## config.mk

```make
export PLATFORM = sky130hd
export DESIGN_NAME = bit_field_packer_top
export DESIGN_NICKNAME = d
export VERILOG_FILES = /design/src/rtl/core/bfp_pkg.sv /design/src/rtl/core/bit_field_packer_top.sv /design/src/rtl/core/bfp_front.sv /design/src/rtl/core/bfp_queue.sv /design/src/rtl/core/bfp_back.sv
export SDC_FILE = /design/constraint.sdc
export NUM_CORES = 1
export LEC_CHECK = 0
export BUFFER_PORTS_ARGS = -buffer_cell sky130_fd_sc_hd__clkbuf_2
export CAP_MARGIN = 20
export CORE_ASPECT_RATIO = 2
export CORE_MARGIN = 2
export CORE_UTILIZATION = 40
export DETAILED_ROUTE_END_ITERATION = 7
export GPL_TIMING_DRIVEN = 1
export PLACE_DENSITY = 0.68
export SETUP_SLACK_MARGIN = 0.02
export SLEW_MARGIN = 20
export SYNTH_ARGS = -nofsm -noshare
export SYNTH_HDL_FRONTEND = slang
export SYNTH_HIERARCHICAL = 1
export SYNTH_SLANG_ARGS = --single-unit
```

## constraint.sdc

```tcl
create_clock -name clk -period 4.4 [get_ports clk]
set_clock_uncertainty 0.05 [all_clocks]
set_input_delay 0.66 -clock clk [delete_from_list [all_inputs] [get_ports clk]]
set_output_delay 0.66 -clock clk [all_outputs]
set_load 0.01 [all_outputs]
```

## src/rtl/core/bfp_pkg.sv

```systemverilog
// ----------------------------------------------------------------------------
// bfp_pkg
// Shared types and constants for the MSB-first bit packer.
// ----------------------------------------------------------------------------
package bfp_pkg;

	localparam int BYTE_BITS      = 8;
	localparam int SYM_W          = 8;
	localparam int WIDTH_REG_W    = 4;
	localparam int QUEUE_DEPTH    = 4;
	localparam logic [WIDTH_REG_W-1:0] WIDTH_RESET = 4'd8;

	// One queue entry: every result word caused by one input symbol.
	// A single-word entry always ends its item; in a two-word entry the
	// second word always ends both item and stream.
	typedef struct packed {
		logic                 two;
		logic [BYTE_BITS-1:0] byte0;
		logic                 slast0;
		logic [BYTE_BITS-1:0] byte1;
	} grp_t;

	// Push request from front to queue.
	typedef struct packed {
		logic push;
		grp_t grp;
	} push_t;

endpackage

```

## src/rtl/core/bit_field_packer_top.sv

```systemverilog
// ----------------------------------------------------------------------------
// bit_field_packer_top
// MSB-first dense bit packer: symbols of 1..8 bits packed into bytes.
// ----------------------------------------------------------------------------
// Path: a symbol that completes a byte is written into the queue when it is
//   accepted; the output register then loads it from the queue when free.
//   byte_stall can hold it in the queue meanwhile.
// Throughput: one symbol per cycle while the queue has room, one output
//   word per cycle while byte_stall is low; a two-word stream end is split.
// Reset (arst_n low, asynchronous): width back to 8, partial byte and queue
//   cleared, output valid low.
// ----------------------------------------------------------------------------
module bit_field_packer_top #(
	parameter int QUEUE_DEPTH = bfp_pkg::QUEUE_DEPTH
) (
	input  logic                             clk,
	input  logic                             arst_n,
	// symbol channel
	input  logic                             sym_valid,
	output logic                             sym_stall,
	input  logic [bfp_pkg::SYM_W-1:0]        symbol,
	input  logic                             stream_end,
	// byte channel
	output logic                             byte_valid,
	input  logic                             byte_stall,
	output logic [bfp_pkg::BYTE_BITS-1:0]    out_byte,
	output logic                             stream_last,
	output logic                             item_last,
	// width register write
	input  logic                             cfg_valid,
	output logic                             cfg_ready,
	input  logic [bfp_pkg::WIDTH_REG_W-1:0]  cfg_data
);

	bfp_pkg::push_t push;
	bfp_pkg::grp_t  head;
	logic           queue_full;
	logic           queue_empty;
	logic           pop;

	// The width register takes a write on any cycle.
	assign cfg_ready = 1'b1;

	// Front: pack each symbol into the partial byte and emit the words it
	// completes as one group; stall only when the queue has no room.
	bfp_front u_front (
		.clk        (clk),
		.arst_n     (arst_n),
		.sym_valid  (sym_valid),
		.sym_stall  (sym_stall),
		.symbol     (symbol),
		.stream_end (stream_end),
		.cfg_valid  (cfg_valid),
		.cfg_data   (cfg_data),
		.queue_full (queue_full),
		.push       (push)
	);

	// Queue: decouple symbol intake from output back-pressure.
	bfp_queue #(
		.DEPTH (QUEUE_DEPTH)
	) u_queue (
		.clk    (clk),
		.arst_n (arst_n),
		.push   (push),
		.pop    (pop),
		.full   (queue_full),
		.empty  (queue_empty),
		.head   (head)
	);

	// Back: one word per cycle unless stalled; splits two-word groups.
	bfp_back u_back (
		.clk         (clk),
		.arst_n      (arst_n),
		.empty       (queue_empty),
		.head        (head),
		.pop         (pop),
		.byte_valid  (byte_valid),
		.byte_stall  (byte_stall),
		.out_byte    (out_byte),
		.stream_last (stream_last),
		.item_last   (item_last)
	);

endmodule

```

## src/rtl/core/bfp_front.sv

```systemverilog
// ----------------------------------------------------------------------------
// bfp_front
// Accepts symbols, keeps the partial byte and packs each symbol into it.
// ----------------------------------------------------------------------------
module bfp_front (
	input  logic                             clk,
	input  logic                             arst_n,
	input  logic                             sym_valid,
	output logic                             sym_stall,
	input  logic [bfp_pkg::SYM_W-1:0]        symbol,
	input  logic                             stream_end,
	input  logic                             cfg_valid,
	input  logic [bfp_pkg::WIDTH_REG_W-1:0]  cfg_data,
	input  logic                             queue_full,
	output bfp_pkg::push_t                   push
);

	logic [bfp_pkg::WIDTH_REG_W-1:0] width_q;
	logic [7:0]  partial_q;
	logic [2:0]  filled_q;

	logic [3:0]  n_eff;
	logic [7:0]  sym_m;
	logic [4:0]  total;
	logic [4:0]  shamt;
	logic [15:0] acc;
	logic        full;
	logic [4:0]  rem;
	logic        accept;

	// Clamp width to 1..8.
	always_comb begin
		if (width_q == 4'd0) begin
			n_eff = 4'd1;
		end else if (width_q > 4'd8) begin
			n_eff = 4'd8;
		end else begin
			n_eff = width_q;
		end
	end

	always_comb begin
		sym_m = symbol & (8'hFF >> (4'd8 - n_eff));
		total = {2'b00, filled_q} + {1'b0, n_eff};
		shamt = 5'd16 - total;
		acc   = {partial_q, 8'h00} | ({8'h00, sym_m} << shamt);
		full  = (total >= 5'd8);
		rem   = full ? (total - 5'd8) : total;
	end

	assign sym_stall = queue_full;
	assign accept    = sym_valid && !sym_stall;

	always_comb begin
		push.grp.two    = full && stream_end && (rem != 5'd0);
		push.grp.byte0  = acc[15:8];
		push.grp.slast0 = stream_end && (rem == 5'd0 || !full);
		push.grp.byte1  = acc[7:0];
		push.push       = accept && (full || stream_end);
	end

	always_ff @(posedge clk or negedge arst_n) begin
		if (!arst_n) begin
			width_q   <= bfp_pkg::WIDTH_RESET;
			partial_q <= 8'h00;
			filled_q  <= 3'd0;
		end else begin
			if (cfg_valid) begin
				width_q <= cfg_data;
			end
			if (accept) begin
				if (stream_end) begin
					partial_q <= 8'h00;
					filled_q  <= 3'd0;
				end else begin
					partial_q <= full ? acc[7:0] : acc[15:8];
					filled_q  <= rem[2:0];
				end
			end
		end
	end

endmodule

```

## src/rtl/core/bfp_queue.sv

```systemverilog
// ----------------------------------------------------------------------------
// bfp_queue
// Small FIFO of result groups between front and back.
// ----------------------------------------------------------------------------
module bfp_queue #(
	parameter int DEPTH = bfp_pkg::QUEUE_DEPTH
) (
	input  logic           clk,
	input  logic           arst_n,
	input  bfp_pkg::push_t push,
	input  logic           pop,
	output logic           full,
	output logic           empty,
	output bfp_pkg::grp_t  head
);

	localparam int PW = (DEPTH > 1) ? $clog2(DEPTH) : 1;
	localparam int CW = $clog2(DEPTH + 1);

	bfp_pkg::grp_t mem_q [DEPTH];
	logic [PW-1:0] wr_ptr_q;
	logic [PW-1:0] rd_ptr_q;
	logic [CW-1:0] count_q;

	assign full  = (count_q == CW'(DEPTH));
	assign empty = (count_q == '0);
	assign head  = mem_q[rd_ptr_q];

	always_ff @(posedge clk) begin
		if (push.push) begin
			mem_q[wr_ptr_q] <= push.grp;
		end
	end

	always_ff @(posedge clk or negedge arst_n) begin
		if (!arst_n) begin
			wr_ptr_q <= '0;
			rd_ptr_q <= '0;
			count_q  <= '0;
		end else begin
			if (push.push) begin
				wr_ptr_q <= (wr_ptr_q == PW'(DEPTH - 1)) ? '0 : wr_ptr_q + 1'b1;
			end
			if (pop) begin
				rd_ptr_q <= (rd_ptr_q == PW'(DEPTH - 1)) ? '0 : rd_ptr_q + 1'b1;
			end
			case ({push.push, pop})
				2'b10:   count_q <= count_q + 1'b1;
				2'b01:   count_q <= count_q - 1'b1;
				default: count_q <= count_q;
			endcase
		end
	end

endmodule

```

## src/rtl/core/bfp_back.sv

```systemverilog
// ----------------------------------------------------------------------------
// bfp_back
// Splits queued groups into single words and drives the output register.
// ----------------------------------------------------------------------------
module bfp_back (
	input  logic                         clk,
	input  logic                         arst_n,
	input  logic                         empty,
	input  bfp_pkg::grp_t                head,
	output logic                         pop,
	output logic                         byte_valid,
	input  logic                         byte_stall,
	output logic [bfp_pkg::BYTE_BITS-1:0] out_byte,
	output logic                         stream_last,
	output logic                         item_last
);

	logic half_q;
	logic valid_q;
	logic load;
	logic first_of_two;

	assign load         = (!valid_q || !byte_stall) && !empty;
	assign first_of_two = head.two && !half_q;
	assign pop          = load && !first_of_two;
	assign byte_valid   = valid_q;

	// Payload: no reset needed.
	always_ff @(posedge clk) begin
		if (load) begin
			if (half_q) begin
				out_byte    <= head.byte1;
				stream_last <= 1'b1;
				item_last   <= 1'b1;
			end else begin
				out_byte    <= head.byte0;
				stream_last <= head.slast0;
				item_last   <= !head.two;
			end
		end
	end

	always_ff @(posedge clk or negedge arst_n) begin
		if (!arst_n) begin
			valid_q <= 1'b0;
			half_q  <= 1'b0;
		end else begin
			if (load) begin
				valid_q <= 1'b1;
				half_q  <= first_of_two;
			end else if (!byte_stall) begin
				valid_q <= 1'b0;
			end
		end
	end

endmodule

```

* Word-level counts from Yosys, hierarchy flattened
Memory sizes are Yosys's and may differ from the RTL's. Cells that the tools add are included.
Word-level totals: flip-flop bits (word level) 34, latch bits 0, bits in writable memories 72, ROM bits 0, bits of input ports 18, output and inout port bits 13, memories kept 1
Memory list:
- u_queue.mem_q | depth 4, bits a word 18, rd ports 1, clocked after Yosys merged registers in 0, write ports 1, RTL line bfp_queue.sv:20 | bfp_pkg::grp_t mem_q [DEPTH];
Operators by class: add/sub/neg operators 8, multipliers 0, div/mod/pow operators 0, $lt $le $gt $ge 2, eq/ne operators 6, shift-type cells 2, multiplexer cells 14, bitwise gates (word level) 2, reductions and logical operators 24
Operators by type and width (number):
- 2-to-1 mux 8 bit | 3
- OR 16 bit | 1
- << shifter 8 x 5 -> 16 bit | 1
- bitwise AND 8 bit | 1
- logical AND 1 bit | 8
- zero test 1 bit | 8
- 2-to-1 mux 4 bit | 2
- >> shifter 8 x 4 -> 8 bit (first input constant) | 1
- == test 2 bit (second input constant) | 3
- case mux 3 bit (2 select lines) | 1
- adder 3 x 4 -> 5 bit | 1
- greater-or-equal comparator 5 x 4 -> 1 bit (second input constant) | 1
- zero test 5 bit | 1
- 2-to-1 mux 5 bit | 1
- nonzero test 5 bit | 1
- subtractor 5 x 4 -> 5 bit (second input constant) | 1
- subtractor 5 bit (first input constant) | 1
- adder 2 x 1 -> 2 bit (second input constant) | 2
- > comparator 4 bit (second input constant) | 1
- zero test 4 bit | 1
- 2-to-1 mux 1 bit | 4
- 2-to-1 mux 2 bit | 2
- subtractor 4 bit (first input constant) | 1
- adder 3 x 1 -> 3 bit (second input constant) | 1
- 8 further kinds | 10

* Longest topological paths before layout
depth after elaboration 10, mapped depth 21, depth with buffers taken out 20

* Modules after synthesis
Netlist, hierarchy kept.
By module, submodules not included:
- bfp_queue | times used 1, cells an instance 132, area each 3017.9 µm², sequential area each 2337.2 µm²
- bfp_front | times used 1, cells an instance 253, area each 2010.7 µm², sequential area each 376.6 µm²
- bfp_back | times used 1, cells an instance 29, area each 530.5 µm², sequential area each 350.3 µm²
- bit_field_packer_top | times used 1, cells an instance 2, area each 11.3 µm², sequential area each 0.0 µm²

* Worst setup path before layout
Ideal clock, no wire load.
path type flip-flop to flip-flop, start register u_front/width_q[3] (netlist bit), end register u_queue.count_q[2], arrival time 3.878 ns, required time 4.271 ns, setup slack 0.392 ns, cell stages (with the launch flop) 21, buffers on the path 1, clock period less this slack 4.008 ns, cells stage by stage dfstp_2 -> buf_6 -> inv_1 -> nand2_1 -> inv_1 -> ha_1 -> a211o_1 -> a21oi_4 -> nor2_1 -> inv_2 -> ha_1 -> o41ai_4 -> o21ai_1 -> inv_1 -> inv_1 -> ha_1 -> inv_1 -> fa_1 -> xor2_1 -> nor2_1 -> xor2_1
RTL lines:
- start: declaration | RTL line bfp_front.sv:18 | logic [bfp_pkg::WIDTH_REG_W-1:0] width_q;
- start signal: assignment | RTL line bfp_front.sv:64 | width_q <= bfp_pkg::WIDTH_RESET;
- start signal: assignment | RTL line bfp_front.sv:69 | width_q <= cfg_data;
- end signal: assignment | RTL line bfp_queue.sv:48 | 2'b10: count_q <= count_q + 1'b1;
- end signal: assignment | RTL line bfp_queue.sv:49 | 2'b01: count_q <= count_q - 1'b1;
- end signal: assignment | RTL line bfp_queue.sv:50 | default: count_q <= count_q;
- end: declaration | RTL line bfp_queue.sv:23 | logic [CW-1:0] count_q;

==> impl_metrics.yaml <==
run_status:
  status: "finished, final reports clean"
worst_setup_path:
  r2r-start: "u_front/width_q[3]$_DFFE_PN1P_"
  rrSetupSlack_ns: 0.38
  cp_data_arrival_time_ns: 4.23
  critPathMaxStageDelay_ns: 0.67
  r2r-end: "u_queue/count_q[2]$_DFFE_PN0P_"
  start_kind: "flop"
  worstPathRequired_ns: 4.61
  critPathKind: "reg2reg"
  slowest_stage: "dfstp_2"
  crit_fanout: 12
  worstPathBufferInverterCount: 6
  endpoint_kind: "flop"
  crit_family: "adder cells"
  r2r_cells: 19
  crit_top_cell: "inv_1"
  worstPathCellList: "inv_1, nand2_1, inv_1, ha_1, a211o_1, a21oi_4, nor2_1, inv_2, ha_2, o41ai_4, o21ai_1, inv_1, inv_1, ha_1, inv_1, fa_1, xor2_1, nor2_1, xor2_1"
logic_synthesis:
  muxShareOfSynthArea_pct: 11.19
  syn-num-nets: 450
  synth_top_area_cell: "edfxtp_1"
  yosys-top-cells-area: "edfxtp_1, dfrtp_1, mux4_2"
  ys_ff_latch: 106
  synthFlopType: "edfxtp_1"
  ys_async_sr_fraction_pct: 22.64
  synth_compound_area_share_pct: 13.57
  synth_most_common_cell: "edfxtp_1"
  avgSynthCellArea_um2: 13.39
  synthesis.instances: 416
  synth_fa_ha_area_share_pct: 3.863
  synthXorXnorAreaFrac_pct: 2.291
  synth_simple_gate_area_share_pct: 10.38
  yosys.cell_types.count: 77
  synth_edf_count: 82
  syn_area_mm2: 0.005570
  yosys.area.top_type_share_pct: 44.20
  synth_top_family_by_area: "compound AO/OA/AOI/OAI gates"
  synth-seq-area-share_pct: 55.01
  yosys_warnings: 6
  netlist_top_cells_count: "edfxtp_1, dfrtp_1, nand2_1"
layout:
  nFillCells: 1232
  diodes: 0
  area_delta_synth_final_pct: 11.70
  final_core_util_pct: 45.29
  fin_area_mm2: 0.006222
  drive_gt1_share_pct: 25.38
  nNetsFinal: 486
timing:
  finalSetupTns_ns: 0
  setup_violations: 0
  final-hold-violation-count: 0
  fmax_ghz: 0.2487
  fin_crit_ns: 4.022
  rsz0062_at_grt: "no"
  tightest_slew_ns: 0.9580
  whs_ns: 0.2916
  slew_headroom_pct: 35.68
  finalCritPeriodShare_pct: 91.40
  drv_slew: 0
clocking:
  cts_tree: "done"
  cts_sinks: 106
  cts.path.max_buffers: 2
  hold_buffers: 0
  htree_levels: 3
  clock-root-buffer: "clkbuf_16"
  clkTransAtPathRegs_ns: 0.08
  worstSkewPairLatency_ns: 0.34
  cts_buffers: 9
die:
  rows: 61
  die_x_um: 87.45
  core_area_mm2: 0.01374
  die_h_um: 170.9
  io_pins: 31
  initial_core_util_pct: 40.55
  die_area_mm2: 0.01494
global_route:
  track_usage_pct: 15.81
  grt_pass1_wl_um: 18020
  first_global_vias: 3441
  antenna_found_initial: 0
  grt_max_degree: 25
  globalRoute.totalOverflow: 0
routing:
  drtPass1Iterations: 4
  num_vias: 3527
  drt_iter0_markers: 234
  wl_per_cell_um: 18.49
  vias_per_cell: 5.744
  drc: 0
  wirelength_um: 11350
  ant_nets: 0
pwr:
  switchingPower_mw: 2.058
  pwr-share-clk_pct: 15.9
  p_int_mw: 3.145
  comb_power_share_pct: 50.3
  power.density_mw_per_mm2: 836.2
  p_leak_nw: 2.319
  vdd_drop_max_mv: 0.4581
  swShare_pct: 39.56
  seq_power_share_pct: 33.8
run:
  cap_violations: 0
min_path:
  hp-class: "in2async"
placement:
  place_area_mm2: 0.005889
  io_buffers: 29
  place_hpwl_um: 8060
  gp_congestion: 0.9212
[layout by cell type (no fill, tap or decap), types with 12 or more instances in the layout]
cell / n
buf_4: 16
o21ai_1: 12
clkbuf_2: 29
mux4_2: 18
nand2_1: 23
dfrtp_1: 23
ha_1: 13
inv_1: 16
nor2_1: 21
edfxtp_1: 82
[worst max path at each step]
stage                                         from                        endpoint  slack, ns  cells after the start
floorplan           u_front/width_q[3]$_DFFE_PN1P_  u_queue/count_q[2]$_DFFE_PN0P_       0.39                     20
global placement    u_front/width_q[3]$_DFFE_PN1P_  u_queue/count_q[2]$_DFFE_PN0P_       0.36                     19
detailed placement  u_front/width_q[3]$_DFFE_PN1P_  u_queue/count_q[2]$_DFFE_PN0P_       0.23                     19
CTS                 u_front/width_q[3]$_DFFE_PN1P_  u_queue/count_q[2]$_DFFE_PN0P_       0.18                     19
global route        u_front/width_q[3]$_DFFE_PN1P_  u_queue/count_q[2]$_DFFE_PN0P_       0.08                     19
finish              u_front/width_q[3]$_DFFE_PN1P_  u_queue/count_q[2]$_DFFE_PN0P_       0.38                     19
[flip-flops by register name, summed over array words and instances (netlist names)]
| signal | cells |
|---|---|
| u_back/half_q | 1 |
| u_queue/count_q | 3 |
| u_front/partial_q | 8 |
| u_back/item_last | 1 |
| u_back/byte_valid | 1 |
| u_back/stream_last | 1 |
| u_front/width_q | 4 |
| u_back/out_byte | 8 |
| u_front/filled_q | 3 |
| u_queue/rd_ptr_q | 2 |
| u_queue/mem_q | 72 |
| u_queue/wr_ptr_q | 2 |
[cell families (layout without fill, tap and decap cells)]
kind of cell | after synthesis | after routing
xor gates and xnor gates | 12 | 12
and+or+nand+nor | 109 | 109
DFF | 106 | 106
other | 1 | 1
muxes | 35 | 35
adders and majority gates | 16 | 16
buffers and inverters | 40 | 81
AOI/OAI and AO/OA | 97 | 97
[metrics by stage]
| step | std cells | total power [mW] | setup slack (ns) |
|---|---|---|---|
| after floorplan | 416 | 3.712 | 0.3923 |
| after global placement | 596 | 4.340 | 0.3584 |
| after detailed placement | 596 | 4.384 | 0.2287 |
| after CTS | 612 | 5.227 | 0.1824 |
| after global routing | 614 | 5.554 | 0.08207 |
| final | 614 | 5.203 | 0.3784 |
[power groups by stage]
| stage | clock [mW] | sequential (mW) | combinational [mW] |
|---|---|---|---|
| global placement | 0 | 1.77 | 2.57 |
| CTS | 0.851 | 1.76 | 2.61 |
| finish | 0.826 | 1.76 | 2.62 |
| floorplan | 0 | 1.75 | 1.96 |
| global route | 0.890 | 1.79 | 2.87 |
| detailed placement | 0 | 1.78 | 2.60 |
[final cells by class]
class                   count  area, um2  area share (%)
flip-flops and latches    106       3064           49.25
clock buffers              10      229.0           3.680
well taps                 157      196.4           3.157
multi-input cells         270       2308           37.10
repair buffers             45      265.3           4.263
clock inverters             6      83.83           1.347
inverters                  20      75.07           1.207
[timing repair]
| item | 4_1_cts | 5_1_grt |
|---|---|---|
| resized for setup | 0 | 2 |
| buffers inserted | 0 | 2 |
| setup endpoints to repair | 0 | 1 |
| endpoints found under the hold margin | 0 | 0 |
[routing by layer]
| layer | vias up | share of wire [%] | global-route usage, % | wire length (um) |
|---|---|---|---|---|
| li1 | 1678 | - | - | - |
| met1 | 1753 | 43 | 20.74 | 4906 |
| met2 | 80 | 52 | 26.48 | 5876 |
| met3 | 16 | 3.2 | 2.557 | 366 |
| met4 | 0 | 1.8 | 5.017 | 204 |
| met5 | - | 0 | 0 | 0 |
Power figures use the tool's default switching activity.
